$ cat config.mk
export PLATFORM = sky130hd
export DESIGN_NAME = varint_signed_decoder_core
export DESIGN_NICKNAME = d
export VERILOG_FILES = /design/src/hdl/vsd_pkg.sv /design/src/hdl/vsd_decode.sv /design/src/hdl/varint_signed_decoder_core.sv
export SDC_FILE = /design/constraint.sdc
export NUM_CORES = 1
export LEC_CHECK = 0
export BUFFER_PORTS_ARGS = -buffer_cell sky130_fd_sc_hd__buf_2
export CAP_MARGIN = 20
export CORE_MARGIN = 2
export CORE_UTILIZATION = 25
export DETAILED_ROUTE_END_ITERATION = 8
export GPL_ROUTABILITY_DRIVEN = 0
export PLACE_DENSITY = 0.52
export SLEW_MARGIN = 20
export SYNTH_ARGS = -nofsm -noshare
export SYNTH_HDL_FRONTEND = slang
export SYNTH_SLANG_ARGS = --single-unit
$ cat constraint.sdc
create_clock -name clk -period 6.7 [get_ports clk]
set_clock_uncertainty 0.1 [all_clocks]
set_input_delay 0.335 -clock clk [delete_from_list [all_inputs] [get_ports clk]]
set_output_delay 0.335 -clock clk [all_outputs]
set_load 0.01 [all_outputs]
$ cat src/hdl/vsd_pkg.sv
// ----------------------------------------------------------------------------
// vsd_pkg: shared types and constants of the signed varint decoder
// Field widths of the decoded result and the state of the byte framer.
// ----------------------------------------------------------------------------
package vsd_pkg;

    localparam int BYTE_W = 8;
    localparam int MAG_W  = 60;
    localparam int VAL_W  = 61;
    localparam int LEN_W  = 4;
    localparam int CNT_W  = 3;

    // head byte layout
    localparam int HEAD_CNT_LSB = 5;
    localparam int HEAD_SIGN    = 4;
    localparam int HEAD_NIB_W   = 4;

    // first follower lands at this magnitude bit
    localparam logic [5:0] FOLLOW_BASE = 6'd4;

    typedef struct packed {
        logic signed [VAL_W-1:0] value;
        logic [LEN_W-1:0]        length;
    } result_t;

    typedef struct packed {
        logic              fire;
        logic [BYTE_W-1:0] data;
    } step_req_t;

endpackage

$ cat src/hdl/vsd_decode.sv
// ----------------------------------------------------------------------------
// vsd_decode: framing state and single-pass decode of one byte
// Holds the collecting state and the magnitude gathered so far; gives the
// completed integer combinationally for the byte being retired.
// ----------------------------------------------------------------------------
module vsd_decode
(
    input  logic                clk,
    input  logic                rst_n,
    input  vsd_pkg::step_req_t  req,
    output logic                emit,
    output vsd_pkg::result_t    result
);

    logic                          collecting_reg, collecting_next;
    logic [vsd_pkg::CNT_W-1:0]     followers_left_reg, followers_left_next;
    logic [vsd_pkg::CNT_W-1:0]     follower_total_reg, follower_total_next;
    logic [vsd_pkg::MAG_W-1:0]     magnitude_reg, magnitude_next;
    logic                          negative_reg, negative_next;
    logic [vsd_pkg::CNT_W-1:0]     position_reg, position_next;

    logic [vsd_pkg::BYTE_W-1:0]    b;
    logic [vsd_pkg::CNT_W-1:0]     head_cnt;
    logic [5:0]                    shamt;
    logic [vsd_pkg::MAG_W-1:0]     follow_bits;
    logic [vsd_pkg::VAL_W-1:0]     mag_ext;
    logic                          short_form;

    assign b           = req.data;
    assign head_cnt    = b[vsd_pkg::HEAD_CNT_LSB +: vsd_pkg::CNT_W];
    assign shamt       = {position_reg, 3'b000} + vsd_pkg::FOLLOW_BASE;
    // bits shifted past the magnitude width drop out here
    assign follow_bits = {{(vsd_pkg::MAG_W-vsd_pkg::BYTE_W){1'b0}}, b} << shamt;
    assign short_form  = !collecting_reg && (b[7:4] == 4'd0);

    always_comb
    begin
        collecting_next     = collecting_reg;
        followers_left_next = followers_left_reg;
        follower_total_next = follower_total_reg;
        magnitude_next      = magnitude_reg;
        negative_next       = negative_reg;
        position_next       = position_reg;
        emit                = 1'b0;

        if (req.fire)
        begin
            if (!collecting_reg)
            begin
                if (short_form)
                begin
                    emit = 1'b1;
                end
                else
                begin
                    follower_total_next = head_cnt;
                    followers_left_next = head_cnt;
                    negative_next       = b[vsd_pkg::HEAD_SIGN];
                    magnitude_next      = {{(vsd_pkg::MAG_W-vsd_pkg::HEAD_NIB_W){1'b0}},
                                           b[vsd_pkg::HEAD_NIB_W-1:0]};
                    position_next       = '0;
                    if (head_cnt == '0)
                    begin
                        emit = 1'b1;
                    end
                    else
                    begin
                        collecting_next = 1'b1;
                    end
                end
            end
            else
            begin
                magnitude_next      = magnitude_reg | follow_bits;
                position_next       = position_reg + 3'd1;
                followers_left_next = followers_left_reg - 3'd1;
                if (followers_left_next == '0)
                begin
                    collecting_next = 1'b0;
                    emit            = 1'b1;
                end
            end
        end

        mag_ext       = {1'b0, magnitude_next};
        result.value  = negative_next ? (-mag_ext) : mag_ext;
        result.length = {1'b0, follower_total_next} + 4'd1;
        if (short_form)
        begin
            // short form: value is the byte itself
            result.value  = {{(vsd_pkg::VAL_W-vsd_pkg::BYTE_W){1'b0}}, b};
            result.length = 4'd1;
        end
    end

    always_ff @(posedge clk or negedge rst_n)
    begin
        if (!rst_n)
        begin
            collecting_reg     <= 1'b0;
            followers_left_reg <= '0;
            follower_total_reg <= '0;
            magnitude_reg      <= '0;
            negative_reg       <= 1'b0;
            position_reg       <= '0;
        end
        else
        begin
            collecting_reg     <= collecting_next;
            followers_left_reg <= followers_left_next;
            follower_total_reg <= follower_total_next;
            magnitude_reg      <= magnitude_next;
            negative_reg       <= negative_next;
            position_reg       <= position_next;
        end
    end

endmodule

$ cat src/hdl/varint_signed_decoder_core.sv
// ----------------------------------------------------------------------------
// varint_signed_decoder_core: sign-magnitude varint stream decoder
// Rebuilds signed integers from a byte stream of head and follower bytes.
// ----------------------------------------------------------------------------
// Usage:
//   s_axis carries one stream byte per request. A head byte gives the
//   follower count (bits 7:5), the sign (bit 4) and the low magnitude
//   nibble; followers add eight magnitude bits each, least significant first.
//   m_axis carries one request per completed integer: the signed value and
//   the number of bytes it used.
//   Throughput is one byte per cycle while the receiver does not stall. A byte
//   passes an input register and is then decoded into the result register,
//   so the integer completed by a byte shows on m_axis once the result
//   register holds it.
//   Bytes that complete nothing leave no output request.
//   Reset clears the framing state: the first byte after reset is a head.
//   When the receiver stalls, the result register holds its request and the
//   input register still takes one more byte; s_axis_tready then drops
//   until m_axis_tready returns.
// ----------------------------------------------------------------------------
module varint_signed_decoder_core
(
    input  logic        clk,
    input  logic        rst_n,
    input  logic        s_axis_tvalid,
    output logic        s_axis_tready,
    input  logic [7:0]  s_axis_tdata,   // [7:0] in_byte
    output logic        m_axis_tvalid,
    input  logic        m_axis_tready,
    output logic [71:0] m_axis_tdata    // [60:0] decoded_value, [64:61] byte_length
);

    logic                        byte_valid_reg, byte_valid_next;
    logic [vsd_pkg::BYTE_W-1:0]  byte_reg;
    logic                        res_valid_reg, res_valid_next;
    vsd_pkg::result_t            res_reg;
    logic                        res_free;
    logic                        fire;
    logic                        take_in;
    logic                        emit;
    vsd_pkg::result_t            result;
    vsd_pkg::step_req_t          req;

    assign res_free      = !res_valid_reg || m_axis_tready;
    assign fire          = byte_valid_reg && res_free;
    assign s_axis_tready = !byte_valid_reg || fire;
    assign take_in       = s_axis_tvalid && s_axis_tready;

    assign req.fire = fire;
    assign req.data = byte_reg;

    vsd_decode u_decode
    (
        .clk    (clk),
        .rst_n  (rst_n),
        .req    (req),
        .emit   (emit),
        .result (result)
    );

    always_comb
    begin
        byte_valid_next = byte_valid_reg;
        if (take_in)
        begin
            byte_valid_next = 1'b1;
        end
        else if (fire)
        begin
            byte_valid_next = 1'b0;
        end

        res_valid_next = res_valid_reg;
        if (fire)
        begin
            res_valid_next = emit;
        end
        else if (m_axis_tready)
        begin
            res_valid_next = 1'b0;
        end
    end

    always_ff @(posedge clk or negedge rst_n)
    begin
        if (!rst_n)
        begin
            byte_valid_reg <= 1'b0;
            res_valid_reg  <= 1'b0;
        end
        else
        begin
            byte_valid_reg <= byte_valid_next;
            res_valid_reg  <= res_valid_next;
        end
    end

    always_ff @(posedge clk)
    begin
        if (take_in)
        begin
            byte_reg <= s_axis_tdata;
        end
        if (fire && emit)
        begin
            res_reg <= result;
        end
    end

    assign m_axis_tvalid = res_valid_reg;
    assign m_axis_tdata  = {7'd0, res_reg.length, res_reg.value};

    // an empty input stage always takes a request
    a_ready_when_empty: assert property (@(posedge clk) disable iff (!rst_n)
        !byte_valid_reg |-> s_axis_tready)
        else $error("input stage empty but not ready");

    // every delivered integer used one to eight bytes
    a_length_range: assert property (@(posedge clk) disable iff (!rst_n)
        m_axis_tvalid |-> (res_reg.length != 4'd0) && (res_reg.length <= 4'd8))
        else $error("byte length out of range");

    // a taken result with nothing new decoded leaves the output empty
    a_drain: assert property (@(posedge clk) disable iff (!rst_n)
        (m_axis_tvalid && m_axis_tready && !(fire && emit)) |=> !m_axis_tvalid)
        else $error("result repeated after delivery");

endmodule

==> metrics.md, run 1 <==
| Metric | Value |
|---|---|
| Multi-input gate area | between 0.003 and 0.004 mm^2 |
| Post-route ant nets | 0 |
| Post CTS Setup Buffer Count | 0 |
| Number of instances resized during post-cts repair | 0 |
| First-pass GRT wire length | 34.8 mm |
| Worst setup margin | 2060 ps |
| VDD IR max | 0.216 mV |
| Worst Path Required | 6770 ps |
| DRC violations left | 0 |
| Total grt overflow | 0 |
| Setup Viol. Count Final | 0 |
| RSZ-0062 raised after global routing | false |
| Finished Layout Cells | ~1200 |
| Final hold vios | 73 |
| Static leakage | 3.50 nW |
| EDFF count, synth | 73 |
| Die W | 178 um |
| Minimum clock period | 4640 ps |
| Failing checks | hold timing |
| Skew-Pair Late Insertion Delay | 440 ps |
| Crit-path cells | nor4_4 -> or3_1 -> nor2_1 -> a21oi_1 -> ha_1 -> o21ai_1 -> nor4_4 -> nand2_2 -> o41ai_1 -> xor2_1 -> nor2_1 |
| Async SR Flop Fraction | between 50% and 60% |
| Cells after synthesis | 704 |
| Wire per inst | 19.3 um |
| Setup TNS | 0 ps |
| Initial antenna violation count | 0 |
| Post-Syn Area | 0.00754 mm^2 |
| Area leader, netlist | edfxtp_1 |
| Worst Hold Class | primary input to asynchronous set/reset pin |
| Layout cells sized above 1 | 20.0% |
| TritonCTS buffer count | 17 |
| Max FFs per register | between 60 and 70 |
| Synth area leaders | edfxtp_1, dfrtp_1, nor2_1, xor2_1, a41oi_1 |
| Actual slew at the worst max-slew pin | 941 ps |
| Synth cell types | 66 |
| Pre-CTS WS | 2150 ps |
| Storage element area | 0.00402 mm^2 |
| Core area | 0.0296 mm^2 |
| CP endpoint kind | flip-flop |
| Largest net degree at the start of global routing | 74 |
| WHS | -59.1 ps |
| Startpoint types | flip-flop |
| CTS Sinks | ~150 |
| Crit path max fanout | 13 |
| Initial cell density of the core | 25.4% |
| CP top delay family | simple AND/OR/NAND/NOR gates |
| Max cap viols | 0 |
| I/O Buffers | 78 |
| Status | finished with violations |
| Dominant synthesized flop cell | edfxtp_1 |
| Detailed Place HPWL | ~15 mm |
| Setup CP Type | flip-flop to flip-flop |
| Seq cells post-synth | 146 |
| Final wirelength | 22.6 mm |
| Die Ht | 178 um |
| Number of top-level pins | 86 |
| Worst path max stage delay | 710 ps |
| Inst Count DP | between 1000 and 1500 |
| Placed cell area | 0.00825 mm^2 |
| Number of global-route vias before repair | between 5000 and 6000 |
| Share of the yosys chip area belonging to registers | 53.3% |
| Initial DRC count | 502 |
| Buf+Inv Stages, Crit Path | 0 |
| Via count | between 5000 and 6000 |
| Slowest cell on the critical path | nor4_4 |
| Die area | 0.0316 mm^2 |
| Diode count | 0 |
| Layout area overhead | 18.0% |
| Via density | 4.98 |
| Clock-pin slew on the worst setup and hold paths | about 70 ps |
| H-tree levels | 4 |
| Syn_area_per_cell | 10.7 um^2 |
| Area share of the largest cell type after synthesis | 29.1% |
| Slew headroom | 36.4% |
| Final count of pins violating max slew | 0 |
| Power per cell area | ~500 mW/mm^2 |
| CTS tree | done |
| Row cnt | 63 |
| GRT Util Overall | 14.7% |
| Clock Path Buffers | 2 |
| Net count, final | 785 |
| Root cell of the clock tree | clkbuf_16 |
| Final Cycle Share | 69.2% |
| Fill cells | roughly 3200 |
| Pre-antenna DRT Iters | 5 |
| Critical path arrival | roughly 4700 ps |
| Synth warn | 0 |
| Design area | about 0.0089 mm^2 |
| Fmax achieved | 216 MHz |
## cell type report
class / instances / area share [%]
Sequential cell: 146 / 45.2
Multi-Input combinational cell: 488 / 35.8
Timing Repair Buffer: 100 / 6.51
Tap cell: 390 / 5.48
Clock buffer: 18 / 4.93
Clock inverter: 14 / 1.45
Inverter: 15 / 0.633
## kinds of logic after synthesis
family	count (synthesis)	share of synthesized area [%]
simple gates	251	17.4
fa+ha+maj	5	0.829
compound gates	164	16.4
other cells	1	0.0497
flops	146	53.3
buf+inv	76	4.81
mux	6	0.796
xor+xnor	55	6.39
## placed cells by master (no fill, tap or decap), types with 8 or more instances in the layout
cell,synthesis,final
a41oi_1,35,35
o21ai_0,21,21
nand2_1,41,41
o31ai_1,22,22
a21oi_1,32,32
xor2_1,45,45
and2_1,9,9
inv_1,14,13
dfrtp_1,73,73
buf_2,11,78
o41ai_2,8,8
a31oi_1,11,11
dlygate4sd3_1,0,8
xnor2_1,10,10
buf_4,11,13
edfxtp_1,73,73
nor2_1,127,126
clkbuf_16,0,17
## per-layer routing
metal / GRT usage, % / share of wire, % / up-vias
li1: - / - / 2702
met1: 21.0 / 47 / 2882
met3: 3.47 / 6.7 / 28
met4: 4.27 / 1.5 / 0
met2: 22.0 / 44 / 219
met5: 0 / 0 / -
## report_power, final
group	internal, mW	switching, mW	leakage, nW
logic	0.646	1.23	1.67
registers	1.37	0.157	1.57
clock network	0.524	0.411	0.262
## cell usage after synthesis (all sizes together) (4+ instances only)
cell      n
nor2    127
dfrtp    73
edfxtp   73
xor2     45
nand2    43
a41oi    35
a21oi    32
clkbuf   32
buf      29
o21ai    22
o31ai    22
inv      14
o41ai    13
nor4     12
a31oi    11
xnor2    10
and2      9
nor3      9
nand4     7
a22o      6
mux2i     6
nand3     6
a21o      5
a22oi     5
ha        5
nand2b    5
or2       5
nor2b     4
o221ai    4
or3       4
## worst paths after layout
| check | cells past startpoint | to | slack [ps] | startpoint |
|---|---|---|---|---|
| max in group asynchronous | 2 | u_decode.magnitude_reg[50] | 6050 | rst_n |
| min in group clk | 2 | byte_valid_reg | 10 | s_axis_tvalid |
| min | 2 | u_decode.magnitude_reg[38] | -60 | rst_n |
| min reg2reg | 2 | u_decode.followers_left_reg[1] | 420 | u_decode.followers_left_reg[1] |
| max | 11 | m_axis_tdata[46] | 2060 | byte_reg[4] |
| max reg2reg | 11 | m_axis_tdata[46] | 2060 | byte_reg[4] |
## stage by stage
| stage | total power [mW] | utilization (%) |
|---|---|---|
| 3_5_place_dp | 3.42 | 27.8 |
| 2_1_floorplan | 2.88 | - |
| 4_1_cts | 4.38 | 30.0 |
| 3_3_place_gp | 3.41 | 27.8 |
| 5_1_grt | 4.66 | 30.0 |
| 6_report | 4.34 | 30.0 |
## timing repair
action | in CTS | in global routing
endpoints found under the setup margin | 0 | 0
hold endpoints to repair | 8 | 0
hold buffers | 8 | 0
(Power assumes the default switching activity.)
==> run 2, diff against run 1 <==
- clock period: 6.7 -> 4.57 ns (I/O delays scaled with it)
==> run 2 against run 1 <==
Net effect: the run now ends clean; register-to-register slack worse by 1500 ps; combinational power up 50%; sequential power up 46%; power rose by 52%; sequential cell count unchanged; global-route usage shrank 0.11 points; utilization rose by 0.80 points; via count about the same; largest power group unchanged.
==> metrics.md, run 2 (synthesized netlist as in run 1, its figures left out) <==
| Metric | Value |
|---|---|
| Status | finished clean |
| NetSw | roughly 2.6 mW |
| Design area | 0.00914 mm^2 |
| Met2 Usage GRT | a little over a fifth |
| Root cell of the clock tree | clkbuf_16 |
| Via count | ~6000 |
| Layout cells sized above 1 | 21.1% |
| Minimum clock period | 4020 ps |
| GRT Util Overall | 14.6% |
| Slew headroom | roughly two fifths |
| Initial antenna violation count | 0 |
| Final count of pins violating max slew | 0 |
| Most common cell after layout, fill and taps aside | nor2_1 |
| Combinational Power Share | 42.8% |
| Core area | just under 0.03 mm^2 |
| First-pass GRT wire length | between 30 and 40 mm |
| Skew-Pair Late Insertion Delay | 430 ps |
| Number of top-level pins | 86 |
| Worst path max stage delay | roughly 660 ps |
| Worst setup margin | 551 ps |
| Worst Path Required | 4620 ps |
| Row cnt | 63 |
| Initial DRC count | 574 |
| Net count, final | 805 |
| Pre-CTS WS | 604 ps |
| I/O Buffers | 78 |
| Crit-path cells | nor4_4 -> or3_1 -> nor2_1 -> a21oi_1 -> ha_1 -> o21ai_1 -> nor4_4 -> buf_4 -> nand4_2 -> o31ai_1 -> xor2_1 -> nor2_1 |
| Static leakage | 3.65 nW |
| H-tree levels | 4 |
| CP endpoint kind | flip-flop |
| Pre-antenna DRT Iters | 7 |
| Max cap viols | 0 |
| Setup CP Type | flip-flop to flip-flop |
| RR Endpoint | m_axis_tdata[26] |
| Register-to-Register Path Depth | 12 |
| Clock-pin slew on the worst setup and hold paths | 60 ps |
| Max FFs per register | 65 |
| CTS Sinks | 146 |
| Largest net degree at the start of global routing | 74 |
| Final Cycle Share | roughly 90% |
| Sw Ratio | 39.4% |
| CP top delay family | simple AND/OR/NAND/NOR gates |
| Clk network pwr share | 23.0% |
| Final wirelength | 22.6 mm |
| Critical path arrival | a little over 4000 ps |
| Setup TNS | 0 ps |
| TritonCTS buffer count | 17 |
| Die area | 0.0316 mm^2 |
| Placed cell area | 0.00840 mm^2 |
| Post CTS Setup Buffer Count | 0 |
| Via density | between 4 and 5 |
| Die Ht | 178 um |
| Worst Hold Class | primary input to flip-flop |
| Setup Viol. Count Final | 0 |
| Sequential power share | 34.1% |
| Number of global-route vias before repair | 5725 |
| Crit path max fanout | 10 |
| Int Pwr | 3.99 mW |
| Worst hold stages | 2 |
| Detailed Place HPWL | 15.2 mm |
| Inst Count DP | 1149 |
| Most frequent cells in the layout | nor2_1, buf_2, edfxtp_1, dfrtp_1, xor2_1 |
| Clock Path Buffers | 2 |
| R2r setup slk | 550 ps |
| Final hold vios | 0 |
| Finished Layout Cells | around 1200 |
| GRT busiest layer | met2 |
| RR Startpoint | byte_reg[4] |
| Layout area overhead | 21.2% |
| CTS tree | done |
| Min-delay src | s_axis_tvalid |
| Actual slew at the worst max-slew pin | approximately 870 ps |
| GRT met1 Usage | 20.8% |
| Hold Path Sink | byte_valid_reg |
| Power per cell area | around 720 mW/mm^2 |
| Total grt overflow | 0 |
| Wire per inst | 19.0 um |
| Initial cell density of the core | 25.4% |
| Slowest cell on the critical path | nor4_4 |
| RSZ-0062 raised after global routing | false |
| M3 GR Usage | between 3 and 4% |
| Startpoint types | flip-flop |
| DRC violations left | 0 |
| Buf+Inv Stages, Crit Path | 1 |
| Diode count | 0 |
| Die W | roughly 180 um |
| VDD IR max | 0.361 mV |
| Post-route ant nets | 0 |
| Fmax achieved | 249 MHz |
-- run 2: layout make-up --
| type | count | area [um^2] |
|---|---|---|
| Fill cell | 3095 | 20500 |
| Sequential cell | 146 | 4020 |
| Multi-Input combinational cell | 488 | 3190 |
| Timing Repair Buffer | 120 | 761 |
| Tap cell | 390 | 488 |
| Clock buffer | 20 | 437 |
| Clock inverter | 12 | 188 |
| Inverter | 15 | 56.3 |
-- run 2: how the worst max path moves through the flow --
| stage | startpoint | endpoint | slack [ps] | cells past startpoint |
|---|---|---|---|---|
| 2_1_floorplan | m_axis_tvalid | m_axis_tdata[40] | 710 | 16 |
| 3_3_place_gp | byte_reg[4] | m_axis_tdata[24] | 770 | 12 |
| 3_5_place_dp | byte_reg[4] | m_axis_tdata[24] | 600 | 12 |
| 4_1_cts | byte_reg[4] | m_axis_tdata[24] | 580 | 12 |
| 5_1_grt | byte_reg[4] | m_axis_tdata[58] | 190 | 12 |
| 6_report | byte_reg[4] | m_axis_tdata[26] | 550 | 12 |
-- run 2: metal layers --
metal | vias to the layer above | wire length (um)
met3 | 17 | 1450
li1 | 2749 | -
met4 | 0 | 239
met2 | 217 | 10200
met1 | 2852 | 10700
met5 | - | 0
-- run 2: worst register-to-register path, stage by stage, from the launching register on --
cell	delay [ps]
edfxtp_1	430
nor4_4	670
or3_1	360
nor2_1	80
a21oi_1	230
ha_1	230
o21ai_1	160
nor4_4	300
buf_4	220
nand4_2	310
o31ai_1	380
xor2_1	200
nor2_1	60
-- run 2: power by group through the flow --
stage                     clock (mW)  sequential (mW)  combinational, mW
after floorplan                    0             2.24               1.98
after global placement             0             2.27               2.79
after detailed placement           0             2.26               2.82
after CTS                       1.54             2.24               2.84
after global routing            1.60             2.29               3.16
final                           1.52             2.24               2.82
-- run 2: timing repair --
action | CTS | global route
hold buffers | 9 | 0
endpoints found under the setup margin | 0 | 0
resized for setup | 0 | 0
hold endpoints to repair | 18 | 0
-- run 2: through the flow --
stage	power [mW]	hold slack [ps]	utilization (%)
after floorplan	4.23	-167	-
after global placement	5.06	308	28.3
after detailed placement	5.07	308	28.3
after CTS	6.62	12.1	30.7
after global routing	7.04	0.253	30.8
final	6.58	21.4	30.8
